===== config.mk =====
export PLATFORM = sky130hd
export DESIGN_NAME = boot_image_crc_validator_unit
export DESIGN_NICKNAME = d
export VERILOG_FILES = /design/src/rtl/bicv_pkg.sv /design/src/rtl/boot_image_crc_validator_unit.sv /design/src/rtl/bicv_core.sv /design/src/rtl/bicv_out_stage.sv
export VERILOG_INCLUDE_DIRS = /design/src /design/src/rtl
export SDC_FILE = /design/constraint.sdc
export NUM_CORES = 1
export LEC_CHECK = 0
export CAP_MARGIN = 5
export CORE_UTILIZATION = 55
export DETAILED_ROUTE_END_ITERATION = 6
export DONT_BUFFER_PORTS = 1
export PLACE_DENSITY = 0.7
export SLEW_MARGIN = 20
export SYNTH_ARGS = -nofsm -noshare
export SYNTH_HDL_FRONTEND = slang
export SYNTH_SLANG_ARGS = --single-unit

===== constraint.sdc =====
create_clock -name clk -period 17.4 [get_ports clk]
set_input_delay 3.48 -clock clk [delete_from_list [all_inputs] [get_ports clk]]
set_output_delay 3.48 -clock clk [all_outputs]
set_load 0.02 [all_outputs]

===== src/rtl/boot_image_crc_validator_unit_macros.svh =====
// ----------------------------------------------------------------------------
// Assertion macros for the boot image CRC validator
// Immediate-consequence and next-cycle property checks, removable as a group.
// ----------------------------------------------------------------------------
`ifndef BOOT_IMAGE_CRC_VALIDATOR_UNIT_MACROS_SVH
`define BOOT_IMAGE_CRC_VALIDATOR_UNIT_MACROS_SVH
`ifndef NO_ASSERTIONS
`define BICV_ASSERT_IMP(label, clk, rst_n, ante, cons, msg) \
	label: assert property (@(posedge clk) disable iff (!rst_n) (ante) |-> (cons)) \
		else $error(msg);
`define BICV_ASSERT_NXT(label, clk, rst_n, ante, cons, msg) \
	label: assert property (@(posedge clk) disable iff (!rst_n) (ante) |=> (cons)) \
		else $error(msg);
`else
`define BICV_ASSERT_IMP(label, clk, rst_n, ante, cons, msg)
`define BICV_ASSERT_NXT(label, clk, rst_n, ante, cons, msg)
`endif
`endif


===== src/rtl/bicv_pkg.sv =====
// ----------------------------------------------------------------------------
// Boot image CRC validator package
// Request and result types, header layout, verdict codes and the CRC step.
// ----------------------------------------------------------------------------
package bicv_pkg;

	localparam logic [31:0] CRC_INIT  = 32'hFFFF_FFFF;
	localparam logic [31:0] CRC_POLY  = 32'hEDB8_8320;
	localparam logic [31:0] SIG_RESET = 32'hA5A5_A5A5;

	localparam logic [5:0] HDR_CRC_BYTES = 6'd28;
	localparam logic [5:0] OFF_SIG_END   = 6'd3;
	localparam logic [5:0] OFF_LEN_END   = 6'd15;
	localparam logic [5:0] OFF_DCRC_END  = 6'd19;
	localparam logic [5:0] OFF_HDR_END   = 6'd31;

	localparam logic [1:0] VERDICT_VALID    = 2'd0;
	localparam logic [1:0] VERDICT_BAD_SIG  = 2'd1;
	localparam logic [1:0] VERDICT_BAD_HCRC = 2'd2;
	localparam logic [1:0] VERDICT_BAD_DCRC = 2'd3;

	typedef struct packed {
		logic [7:0] image_byte;
		logic       image_start;
	} bicv_in_t;

	typedef struct packed {
		logic [1:0]  verdict;
		logic [31:0] payload_length;
		logic [31:0] computed_crc;
	} bicv_out_t;

	typedef struct packed {
		logic      emit;
		bicv_out_t result;
	} bicv_core_rsp_t;

	function automatic logic [31:0] crc_byte(input logic [31:0] crc, input logic [7:0] b);
		logic [31:0] c;
		c = crc ^ {24'd0, b};
		for (int k = 0; k < 8; k++) begin
			c = c[0] ? ((c >> 1) ^ CRC_POLY) : (c >> 1);
		end
		return c;
	endfunction

endpackage


===== src/rtl/boot_image_crc_validator_unit.sv =====
// An accepted byte is held in the input register; when the result register has
// room, the verdict it causes is loaded into the result register.
// Throughput: one image byte per cycle, set by the byte-wide CRC-32 step
// between the input register and the result register; a verdict held by the
// receiver stalls the input until it is taken.
// Reset: control state returns to idle and the signature to A5A5A5A5 at once.
// ----------------------------------------------------------------------------
// Boot image CRC validator
// Checks header signature, header CRC and data CRC of a streamed flash image.
// ----------------------------------------------------------------------------
`include "boot_image_crc_validator_unit_macros.svh"

module boot_image_crc_validator_unit import bicv_pkg::*; (
	input  logic        clk,
	input  logic        arst_n,
	input  logic        cfg_valid,
	output logic        cfg_ready,
	input  logic [31:0] cfg_data,
	input  logic        in_valid,
	output logic        in_ready,
	input  bicv_in_t    in_data,
	output logic        out_valid,
	input  logic        out_ready,
	output bicv_out_t   out_data
);

	logic           valid_s1;
	bicv_in_t       data_s1;
	logic [31:0]    signature_q;
	logic           slot_free;
	logic           adv;
	bicv_core_rsp_t rsp;

	assign cfg_ready = 1'b1;
	assign adv       = valid_s1 && slot_free;
	assign in_ready  = !valid_s1 || adv;

	always_ff @(posedge clk or negedge arst_n) begin
		if (!arst_n) begin
			signature_q <= SIG_RESET;
		end else if (cfg_valid && cfg_ready) begin
			signature_q <= cfg_data;
		end
	end

	always_ff @(posedge clk or negedge arst_n) begin
		if (!arst_n) begin
			valid_s1 <= 1'b0;
		end else if (in_ready) begin
			valid_s1 <= in_valid;
		end
	end

	always_ff @(posedge clk) begin
		if (in_valid && in_ready) begin
			data_s1 <= in_data;
		end
	end

	bicv_core u_core (
		.clk       (clk),
		.arst_n    (arst_n),
		.adv       (adv),
		.item      (data_s1),
		.signature (signature_q),
		.rsp       (rsp)
	);

	bicv_out_stage u_out (
		.clk       (clk),
		.arst_n    (arst_n),
		.load      (adv && rsp.emit),
		.result    (rsp.result),
		.slot_free (slot_free),
		.out_valid (out_valid),
		.out_ready (out_ready),
		.out_data  (out_data)
	);

	`BICV_ASSERT_IMP(a_sig_fields_zero, clk, arst_n, out_valid && out_data.verdict == VERDICT_BAD_SIG, out_data.payload_length == 32'd0 && out_data.computed_crc == 32'd0, "bad signature verdict carries nonzero fields")
	`BICV_ASSERT_IMP(a_stall_needs_item, clk, arst_n, !in_ready, valid_s1 && out_valid && !out_ready, "input stalled without a held request")
	`BICV_ASSERT_NXT(a_drain_clears, clk, arst_n, out_valid && out_ready && !(adv && rsp.emit), !out_valid, "result register did not drain")

endmodule


===== src/rtl/bicv_core.sv =====
// ----------------------------------------------------------------------------
// Boot image CRC validator core
// Header parse, signature and CRC checks, one byte per advance.
// ----------------------------------------------------------------------------
module bicv_core import bicv_pkg::*; (
	input  logic           clk,
	input  logic           arst_n,
	input  logic           adv,
	input  bicv_in_t       item,
	input  logic [31:0]    signature,
	output bicv_core_rsp_t rsp
);

	typedef enum logic [1:0] {PH_IDLE, PH_HEADER, PH_DATA, PH_DONE} phase_t;

	phase_t      phase_q, phase_d, ph;
	logic [5:0]  hoff_q, hoff_d, off;
	logic [31:0] drem_q, drem_d, drem;
	logic [31:0] crc_q, crc_d, crc;
	logic [31:0] word_q, word_d, word;
	logic [31:0] len_q, len_d, len;
	logic [31:0] dcrc_q, dcrc_d, dcrc;
	logic [31:0] crc_step;

	always_comb begin
		ph   = item.image_start ? PH_HEADER : phase_q;
		off  = item.image_start ? 6'd0 : hoff_q;
		drem = item.image_start ? 32'd0 : drem_q;
		crc  = item.image_start ? CRC_INIT : crc_q;
		word = item.image_start ? 32'd0 : word_q;
		len  = item.image_start ? 32'd0 : len_q;
		dcrc = item.image_start ? 32'd0 : dcrc_q;

		crc_step = crc_byte(crc, item.image_byte);

		phase_d = ph;
		hoff_d  = off;
		drem_d  = drem;
		crc_d   = crc;
		word_d  = word;
		len_d   = len;
		dcrc_d  = dcrc;
		rsp     = '0;

		unique case (ph)
			PH_HEADER: begin
				word_d = {item.image_byte, word[31:8]};
				if (off < HDR_CRC_BYTES) begin
					crc_d = crc_step;
				end
				hoff_d = off + 6'd1;
				if (off == OFF_SIG_END) begin
					if (word_d != signature) begin
						rsp.emit           = 1'b1;
						rsp.result.verdict = VERDICT_BAD_SIG;
						phase_d            = PH_DONE;
					end
				end else if (off == OFF_LEN_END) begin
					len_d = word_d;
				end else if (off == OFF_DCRC_END) begin
					dcrc_d = word_d;
				end else if (off == OFF_HDR_END) begin
					if (word_d != crc_d) begin
						rsp.emit                  = 1'b1;
						rsp.result.verdict        = VERDICT_BAD_HCRC;
						rsp.result.payload_length = len;
						rsp.result.computed_crc   = crc_d;
						phase_d                   = PH_DONE;
					end else begin
						crc_d  = CRC_INIT;
						drem_d = len;
						if (len == 32'd0) begin
							rsp.emit                  = 1'b1;
							rsp.result.verdict        = (CRC_INIT == dcrc) ?
								VERDICT_VALID : VERDICT_BAD_DCRC;
							rsp.result.payload_length = len;
							rsp.result.computed_crc   = CRC_INIT;
							phase_d                   = PH_DONE;
						end else begin
							phase_d = PH_DATA;
						end
					end
				end
			end
			PH_DATA: begin
				crc_d  = crc_step;
				drem_d = drem - 32'd1;
				if (drem_d == 32'd0) begin
					rsp.emit                  = 1'b1;
					rsp.result.verdict        = (crc_step == dcrc) ?
						VERDICT_VALID : VERDICT_BAD_DCRC;
					rsp.result.payload_length = len;
					rsp.result.computed_crc   = crc_step;
					phase_d                   = PH_DONE;
				end
			end
			default: begin
			end
		endcase
	end

	always_ff @(posedge clk or negedge arst_n) begin
		if (!arst_n) begin
			phase_q <= PH_IDLE;
			hoff_q  <= '0;
			drem_q  <= '0;
			crc_q   <= CRC_INIT;
			word_q  <= '0;
			len_q   <= '0;
			dcrc_q  <= '0;
		end else if (adv) begin
			phase_q <= phase_d;
			hoff_q  <= hoff_d;
			drem_q  <= drem_d;
			crc_q   <= crc_d;
			word_q  <= word_d;
			len_q   <= len_d;
			dcrc_q  <= dcrc_d;
		end
	end

endmodule


===== src/rtl/bicv_out_stage.sv =====
// ----------------------------------------------------------------------------
// Boot image CRC validator result register
// Holds one verdict until taken; frees its slot in the cycle it drains.
// ----------------------------------------------------------------------------
module bicv_out_stage import bicv_pkg::*; (
	input  logic      clk,
	input  logic      arst_n,
	input  logic      load,
	input  bicv_out_t result,
	output logic      slot_free,
	output logic      out_valid,
	input  logic      out_ready,
	output bicv_out_t out_data
);

	logic      valid_q;
	bicv_out_t data_q;

	assign slot_free = !valid_q || out_ready;
	assign out_valid = valid_q;
	assign out_data  = data_q;

	always_ff @(posedge clk or negedge arst_n) begin
		if (!arst_n) begin
			valid_q <= 1'b0;
		end else if (load) begin
			valid_q <= 1'b1;
		end else if (out_ready) begin
			valid_q <= 1'b0;
		end
	end

	always_ff @(posedge clk) begin
		if (load) begin
			data_q <= result;
		end
	end

endmodule


== After elaboration in Yosys (flattened, before gate mapping) ==
Index checks and enable logic that the tools add are counted.
Storage, ports and cells
  bits in registers: 269
  bits of input ports: 46
  word-level logic and storage cells: 108
Operators by class
  add/sub/neg operators: 2
  magnitude comparators: 1
  eq/ne operators: 10
  multiplexer cells: 61
  bitwise logic cells: 9
  reduce and logical (&&, ||, !) cells: 10
Operator list (number)
  $mux 32: 33
  $mux 67: 6
  $pmux 67 s2: 1
  $pmux 32 s2: 2
  $not 13->14: 8
  $logic_not 32->1: 2
  $mux 64: 1
  $ne 32x32->1: 2
  $eq 32x32->1: 1
  $eq 32x32->1 const A: 1
  $sub 32x1->32 const B: 1
  $xor 32x8->32: 1
  $mux 2: 9
  $eq 6x5->1 const B: 2
  $mux 6: 2
  $add 6x1->6 const B: 1
  $eq 6x2->1 const B: 1
  $eq 6x4->1 const B: 1
  $lt 6x5->1 const B: 1
  $mux 3: 2
  $mux 1: 4
  $pmux 2 s2: 1
  $logic_and 1x1->1: 3
  $eq 2x1->1 const B: 1
  4 further kinds: 6

== Longest topological paths before layout ==
Gate-level depths: netlist of the first run.
  depth after elaboration: 29
  gate-level depth with buffers: 24

== By module ==
Synthesis of the first run repeated with hierarchy kept, for this count alone.
Second synthesis, totals
  cell total of the unflattened synthesis: 2090
  area total of the unflattened synthesis: 19045.8 um2
Modules (own cells, without submodules)
  bicv_core: times used 1, cells an instance 1936, area an instance 15313.4 um2
  bicv_out_stage: times used 1, cells an instance 69, area an instance 2029.4 um2
  boot_image_crc_validator_unit: times used 1, cells an instance 85, area an instance 1702.9 um2

== Worst setup path after synthesis of the first run ==
No wires, ideal clock.
  kind: register to register
  from: register data_s1[0] in the netlist's numbering
  to: register u_out.data_q, in the netlist u_out.out_data[0], enable pin
  arrival: 7686 ps
  required time: 16910 ps
  setup slack: 9224 ps
  cell stages (with the launch flop): 24
  buffers on the path: 10
  period minus slack after synthesis: 8176 ps
  cells stage by stage: edfxtp_1 > buf_4 > inv_1 > buf_2 > buf_1 > clkbuf_1 > clkbuf_1 > buf_1 > clkbuf_1 > clkbuf_1 > clkbuf_1 > clkbuf_1 > nand2_1 > ha_1 > o21ai_1 > nor2_1 > a31oi_1 > nand2_1 > nor4_1 > nand4b_1 > nor4_1 > nand2b_1 > a21oi_1 > nor2_1
On the way
  longest elaborated chain between the ends: 26
  elaborated cells between the ends (all ways): 47
Ends and longest elaborated chain
  start: declaration: line boot_image_crc_validator_unit.sv:28  | bicv_in_t data_s1;
  start signal: assignment: line boot_image_crc_validator_unit.sv:56  | data_s1 <= in_data;
  $mux 32: line bicv_core.sv:29  | crc = item.image_start ? CRC_INIT : crc_q;
  $xor 32x8->32: line bicv_pkg.sv:40  | c = crc ^ {24'd0, b};
  $not 13->14 (no line)
  $mux 32: line bicv_pkg.sv:42  | c = c[0] ? ((c >> 1) ^ CRC_POLY) : (c >> 1);
  $mux 32 or $not 13->14 (tied branches)
  $not 13->14 (no line) or $mux 32 (tied branches)
  $mux 32: line bicv_pkg.sv:42
  $not 13->14 (no line)
  [... 11 more ...]
  $mux 67: line bicv_core.sv:63  | if (word_d != crc_d) begin
  $mux 67: line bicv_core.sv:62  | end else if (off == OFF_HDR_END) begin
  $mux 67: line bicv_core.sv:60  | end else if (off == OFF_DCRC_END) begin
  $mux 67: line bicv_core.sv:58  | end else if (off == OFF_LEN_END) begin
  $mux 3: line bicv_core.sv:52  | if (off == OFF_SIG_END) begin
  $pmux 67 s2 *: line bicv_core.sv:45  | unique case (ph)
  $logic_and 1x1->1 *: line boot_image_crc_validator_unit.sv:72  | .load (adv && rsp.emit),
  via u_out.load: line bicv_out_stage.sv:8  | input logic load,
  end signal: assignment: line bicv_out_stage.sv:35  | data_q <= result;
  end: declaration: line bicv_out_stage.sv:17  | bicv_out_t data_q;
The timed path passes the listed nets; every way through them passes the cells marked *. The select of a mux whose other input is x is not followed.
A chain may end at the register's enable or synchronous reset.

== Worst setup path after layout of the first run ==
  from: input out_ready
  to: output in_ready
On the way
  longest elaborated chain between the ends: 3
Ends and longest elaborated chain
  start: declaration: line boot_image_crc_validator_unit.sv:23  | input logic out_ready,
  $logic_or 1x1->1: line bicv_out_stage.sv:19  | assign slot_free = !valid_q || out_ready;
  $logic_and 1x1->1: line boot_image_crc_validator_unit.sv:35  | assign adv = valid_s1 && slot_free;
  $logic_or 1x1->1: line boot_image_crc_validator_unit.sv:36  | assign in_ready = !valid_s1 || adv;
  end: declaration: line boot_image_crc_validator_unit.sv:20  | output logic in_ready,
Every way passes these cells.

==> metrics.md, run 1 <==
| Metric | Value |
|---|---|
| Worst VDD drop | 0.0961 mV |
| Routed WL | 69500 um |
| Via/cell ratio | 7.13 |
| Post-Synth XOR/XNOR Area | 9.41% |
| ANT nets after route | 0 |
| Initial core utilization | 56.4% |
| Root Driver | clkbuf_16 |
| Setup crit end kind | primary output |
| Register area | 7170 um2 |
| Part of the power in registers | 31.0% |
| Total GRT Usage | 40.4% |
| Largest net degree at the start of global routing | 195 |
| Max-cap viol count | 0 |
| Final Hold Vio Count | 0 |
| Die H | 186 um |
| Ys Warns | 0 |
| Crit path cell chain | nand3b_1 |
| Dpl cells | 2407 |
| Syn Nets | 2167 |
| H-tree depth | 1 |
| Worst path max stage delay | 290 ps |
| Crit path DAT | 3770 ps |
| Gate power share | 47.5% |
| Multiplexer share of the synthesized area | 3.48% |
| Via Count | 17600 |
| 1st-pass router iterations | 6 |
| Top Ports | 115 |
| EDFF count, synth | 75 |
| PostCTS Resize Cnt | 0 |
| Yosys cell types | 92 |
| Worst-margin pin slew | 1180 ps |
| Hpwl dp | 47300 um |
| Worst path bufs/invs | 0 |
| Adder-cell area share of the yosys netlist | 0.337% |
| Syn-to-layout area delta | 6.15% |
| Final Core Density | 59.9% |
| Clock power share | 21.5% |
| Switching share of power | 46.1% |
| Cells after synthesis | 2116 |
| Part of the cycle the worst path needs | 41.7% |
| Post-placement worst setup slack | 10150 ps |
| Core ar. | 32900 um2 |
| P_sw | 1.43 mW |
| Cts-stage hold buffer count | 0 |
| GPL Wtd Cong | 1.06 |
| Area of the multi-input gates | 10400 um2 |
| Fillers | 2887 |
| Clock-pin slew on the worst setup and hold paths | 60 ps |
| Avg Cell Area, Syn | 8.76 um2 |
| Yosys reg bits | 269 |
| Starting DRT DRC Count | 2673 |
| TritonCTS Buffers | 30 |
| Compound-Gate Fraction of Synth Area | 24.3% |
| CTS tree | built |
| Outcome | finished, final reports clean |
| Longest Clk Path Bufs | 3 |
| Worst skew pair latency | 620 ps |
| Gr ovfl total | 0 |
| Rows | 66 |
| PortBufs | 0 |
| DRC Markers | 0 |
| # diodes | 0 |
| Final setup margin | 10150 ps |
| Min Tclk post-route | 7250 ps |
| CP top delay family | simple AND/OR/NAND/NOR gates |
| Design Power | 3.11 mW |
| Largest family of logic cells by synthesized area | compound AO/OA/AOI/OAI gates |
| Setup bufs post-CTS | 0 |
| Setup-failing EPs final | 0 |
| Clock net sink count | 269 |
| Sequential cell area fraction in the yosys report | 38.7% |
| First-pass GRT wire length | 103000 um |
| Layout cell share with drive strength beyond 1 | 10.8% |
| Total negative slack | 0 ps |
| Synthesized area | 18500 um2 |
| CP Class | primary input to primary output |
| Top_reg_cell synth | dfrtp_1 |
| Slew Limit Fails | 0 |
| Hold WC Path Type | flop to flop |
| PD cells | 158 nW/um2 |
| Async set-reset flop share out of synthesis | 72.1% |
| Total die area | 34400 um2 |
| Leakage | 7.20 nW |
| Worst path required time | 13920 ps |
| Vias in the first global route | 15700 |
| Critical Path Fanout Max | 3 |
| Post-synthesis simple-gate area fraction | 18.3% |
| Relative slew margins | 20.9% |
| Worst path slowest cell | nand3b_1 |
| Layout Nets | 2048 |
| FMAX | 0.138 GHz |
| Unrepaired setup endpoints after global routing | no |
| Antenna violations before repair | 2 |
| Average wire per standard cell | 28.2 um |
| Worst Skew | 43.4 ps |
| Cell internal pwr | 1.68 mW |
| Die Wd | 186 um |
| CP Launch Type | primary input |
| Final std cells w/o fill | 2463 |
-- through the flow --
step / area, um2 / hold WS [ps]
finish: 19700 / 478
CTS: 19700 / 477
floorplan: 18500 / 442
global route: 19700 / 495
detailed placement: 18600 / 464
global placement: 18600 / 459
-- metal layers --
| layer | up-vias | GRT usage [%] | routed length (um) |
|---|---|---|---|
| li1 | 7598 | - | - |
| met1 | 8568 | 58.6 | 28400 |
| met2 | 1228 | 56.1 | 28300 |
| met3 | 174 | 12.3 | 10100 |
| met4 | 2 | 14.5 | 2700 |
| met5 | - | 0 | 7 |
-- cell usage after synthesis (13+ instances only) --
cell,instances,area [um2]
a22oi_1,75,563
buf_1,15,56.3
dfstp_2,48,1260
mux2i_1,24,240
o32ai_1,15,131
nor3b_1,35,263
a31oi_1,30,188
a22o_1,26,228
o211ai_1,48,360
nand4_1,32,200
nor3_1,42,210
edfxtp_1,75,2250
dfrtp_1,146,3650
clkbuf_1,132,495
nor2b_1,14,87.6
nor2_1,207,777
inv_1,46,173
a21o_1,14,105
a21oi_1,182,911
buf_2,35,175
and3_1,19,119
o22ai_1,28,175
nor4_1,28,175
mux2_2,36,405
xnor2_1,108,946
o21ai_0,150,751
xor2_1,38,333
o21ai_1,14,70.1
a211oi_1,13,97.6
nand3_1,37,185
nand2_1,163,612
-- cells in the final DEF (no fill, tap or decap), drive strengths merged, types with 48 or more instances in the layout --
master,n
nor2,211
a21oi,183
nand2,164
o21ai,164
dfrtp,146
xnor2,112
a22oi,75
edfxtp,75
o211ai,48
dfstp,48
inv,48
-- kinds of logic (layout without fill, tap and decap cells) --
kind of cell | after synthesis | count (layout)
multiplexers | 60 | 60
flip-flops | 269 | 269
AO/OA/AOI/OAI | 700 | 700
other | 1 | 1
buffers and inverters | 241 | 146
adder cells (fa/ha/maj) | 5 | 5
AND/OR/NAND/NOR | 674 | 674
XOR/XNOR | 166 | 166
-- power groups by stage --
stage               sequential [mW]  combinational, mW  clock, mW
floorplan                     0.808               1.04          0
detailed placement            0.958               1.40          0
global placement              0.958               1.38          0
CTS                           0.948               1.40      0.675
finish                        0.966               1.48      0.669
global route                  0.966               1.54      0.699
-- final timing paths --
check	from	end	slack, ps	depth (start not counted)
setup / recovery	out_ready	in_ready	10150	1
hold / removal	u_core.hoff_q[0]$_DFFE_PN0P_	u_core.hoff_q[0]$_DFFE_PN0P_	480	2
setup reg to reg	data_s1[0]$_DFFE_PP_	u_out.out_data[36]$_DFFE_PP_	10940	12
hold reg to reg	u_core.hoff_q[0]$_DFFE_PN0P_	u_core.hoff_q[0]$_DFFE_PN0P_	480	2
max in group asynchronous	arst_n	u_core.dcrc_q[0]$_DFFE_PN0P_	14330	0
min in group asynchronous	arst_n	u_core.phase_q[1]$_DFFE_PN0P_	2660	0
-- state kept, by name, indices dropped and copies added, names as in the netlist, 2 cells and up --
signal / flops
u_out.out_data: 66
signature_q: 32
u_core.crc_q: 32
u_core.dcrc_q: 32
u_core.drem_q: 32
u_core.len_q: 32
u_core.word_q: 24
data_s1: 9
u_core.hoff_q: 6
u_core.phase_q: 2
-- final cells by class --
class                   count  area share [%]
flip-flops and latches    269            36.4
repair buffers             44            1.68
well taps                 442            2.81
multi-input cells        1606            52.9
clock inverters            13           0.877
inverters                  46           0.877
clock buffers              43            4.42
Power figures use the tool's default switching activity.
==> inputs of run 2 (changes only) <==
- ABC_AREA: default -> 1
- clock period: 17.4 -> 6.75 ns (I/O delays scaled with it)
==> metrics.md, run 2 <==
| Metric | Value |
|---|---|
| Outcome | finished, final reports clean |
| Reg-to-Reg Start | data_s1[0]$_DFFE_PP_ |
| PD cells | 381 nW/um2 |
| Total negative slack | 0 ps |
| Top post-synthesis cells by area | nand2_1, dfrtp_1, edfxtp_1 |
| FMAX | 0.181 GHz |
| Cts-stage hold buffer count | 0 |
| Initial core utilization | 56.6% |
| Commonest non-fill, non-tap cells in the layout | nand2_1, inv_1, o21ai_0 |
| EDFF count, synth | 75 |
| Cell taking the most area after synthesis | nand2_1 |
| Part of the cycle the worst path needs | 82.1% |
| Async set-reset flop share out of synthesis | 72.1% |
| Most instantiated library cell after synthesis | nand2_1 |
| Hold Startpoint | u_core.crc_q[30]$_DFFE_PN1P_ |
| Routed WL | 77100 um |
| Die Wd | 189 um |
| Min Tclk post-route | 5540 ps |
| Max-cap viol count | 0 |
| Reg2Reg Setup Slack | 1210 ps |
| Final Hold Vio Count | 0 |
| Top_reg_cell synth | dfrtp_1 |
| Die H | 189 um |
| Average wire per standard cell | 23.1 um |
| Rows | 67 |
| Leakage | 9.98 nW |
| Number of flip-flops in the largest register | 66 |
| CP Launch Type | flop |
| Post-synth top area share | 21.9% |
| H-tree depth | 1 |
| Relative slew margins | 12.5% |
| Slew Limit Fails | 0 |
| Cells after synthesis | 2952 |
| Worst-margin pin slew | 1310 ps |
| Via/cell ratio | 6.18 |
| Yosys reg bits | 269 |
| Via Count | 20600 |
| Longest Clk Path Bufs | 3 |
| Most common cell after layout, fill and taps aside | nand2_1 |
| TritonCTS Buffers | 30 |
| Worst skew pair latency | 620 ps |
| Largest net degree at the start of global routing | 195 |
| R2R Path End | u_core.crc_q[27]$_DFFE_PN1P_ |
| Antenna violations before repair | 9 |
| Root Driver | clkbuf_16 |
| Clock-pin slew on the worst setup and hold paths | 60 ps |
| Synthesized area | 19200 um2 |
| Gr ovfl total | 0 |
| Syn-to-layout area delta | 6.41% |
| Layout cell share with drive strength beyond 1 | 7.55% |
| Worst VDD drop | 0.285 mV |
| Worst path required time | 7260 ps |
| Hold WC Path Type | flop to flop |
| CP Class | flop to flop |
| Total GRT Usage | 43.0% |
| ANT nets after route | 0 |
| Yosys cell types | 47 |
| Setup-failing EPs final | 0 |
| Worst Skew | 59.2 ps |
| Top Ports | 115 |
| Worst Hold Path Cells | 2 |
| 1st-pass router iterations | 6 |
| CTS tree | built |
| Unrepaired setup endpoints after global routing | no |
| Avg Cell Area, Syn | 6.49 um2 |
| PostCTS Resize Cnt | 0 |
| Setup bufs post-CTS | 0 |
| Worst Reg-to-Reg Cells | 21 |
| Layout Nets | 2913 |
| Critical Path Fanout Max | 39 |
| DRC Markers | 0 |
| First-pass GRT wire length | 114000 um |
| Total die area | 35600 um2 |
| Final Core Density | 60.2% |
| Setup crit end kind | flop |
| Post-synth top cells | nand2_1, inv_1, o21ai_0 |
| Worst Hold End | u_core.crc_q[30]$_DFFE_PN1P_ |
| GPL Wtd Cong | 1.07 |
| Clock net sink count | 269 |
| Syn Nets | 3003 |
| Starting DRT DRC Count | 2949 |
| Vias in the first global route | 18400 |
| PortBufs | 0 |
| Hpwl dp | 54800 um |
| Sequential cell area fraction in the yosys report | 37.4% |
| Ys Warns | 0 |
| Crit path DAT | 6050 ps |
| Core ar. | 33900 um2 |
run 2: changes by cell type in the layout (fill, tap and decap cells not counted), moves of 74 or more:
cell,delta
inv_1,+234
nand2_1,+955
o21ai_0,+101
xnor2_1,-88
a22oi_1,-74
nand3_1,+183
run 2: critical path, stage by stage (launching register included):
cell and delay (ps):
edfxtp_1 440, inv_2 670, nand3_1 280, nand2_1 120, nand2_1 100, inv_2 670, nand2_1 160, nand3_1 130
nand2_1 60, nor2_1 260, nand3_1 120, nor2_1 110, nand2_1 50, nor2_1 90, nand2_1 130, nor2_4 180
nand2_4 240, nor2_4 930, o21ai_0 180, nand3_1 240, nand2_1 90, nand2_1 70
run 2: layout make-up:
cell class	instances	area [um2]
Fill cell	3212	13500
Sequential cell	269	7170
Antenna cell	5	12.5
Clock buffer	37	797
Tap cell	448	561
Multi-Input combinational cell	2233	10200
Clock inverter	19	283
Timing Repair Buffer	33	260
Inverter	295	1110
run 2: worst max path at each step:
stage | from | endpoint | slack, ps | depth (start not counted)
floorplan | data_s1[0]$_DFFE_PP_ | u_out.out_data[0]$_DFFE_PP_ | 2150 | 22
finish | data_s1[0]$_DFFE_PP_ | u_core.crc_q[27]$_DFFE_PN1P_ | 1210 | 21
global route | data_s1[0]$_DFFE_PP_ | u_core.drem_q[29]$_DFFE_PN0P_ | 920 | 23
global placement | data_s1[0]$_DFFE_PP_ | u_core.crc_q[27]$_DFFE_PN1P_ | 1490 | 19
detailed placement | data_s1[0]$_DFFE_PP_ | u_out.out_data[12]$_DFFE_PP_ | 1510 | 18
CTS | data_s1[0]$_DFFE_PP_ | u_out.out_data[12]$_DFFE_PP_ | 1440 | 18
run 2: cell families (layout without fill, tap and decap cells):
logic type / Yosys count / count (layout) / synth area share (%)
buffers and inverters: 450 / 384 / 9.51
AO/OA/AOI/OAI: 472 / 472 / 12.5
AND/OR/NAND/NOR: 1681 / 1681 / 36.7
adder cells (fa/ha/maj): 5 / 5 / 0.326
multiplexers: 6 / 6 / 0.353
XOR/XNOR: 68 / 68 / 3.19
other: 1 / 6 / 0.0196
flip-flops: 269 / 269 / 37.4
run 2: routing by layer:
| layer | vias up | global-route usage (%) | share of wire [%] |
|---|---|---|---|
| met5 | - | 0 | 0.088 |
| met4 | 8 | 18.3 | 4.8 |
| met3 | 243 | 15.8 | 16 |
| met2 | 1570 | 58.3 | 39 |
| met1 | 9546 | 60.7 | 40 |
| li1 | 9271 | - | - |
run 2: power breakdown:
part	switching, mW	leakage [nW]	internal, mW	total, mW
clock network	0.712	0.524	1.10	1.81
registers	0.172	3.22	2.03	2.20
logic	2.78	6.23	0.981	3.76
run 2: metrics by stage:
stage / instance area, um2 / total power, mW / std cells / setup WS, ps / hold WS [ps]
5_1_grt: 20400 / 8.15 / 3334 / 925 / 457
3_3_place_gp: 19300 / 5.71 / 3278 / 1490 / 454
3_5_place_dp: 19300 / 5.77 / 3278 / 1510 / 458
2_1_floorplan: 19200 / 4.67 / 2952 / 2150 / 448
4_1_cts: 20400 / 7.60 / 3334 / 1440 / 447
6_report: 20400 / 7.77 / 3339 / 1210 / 467
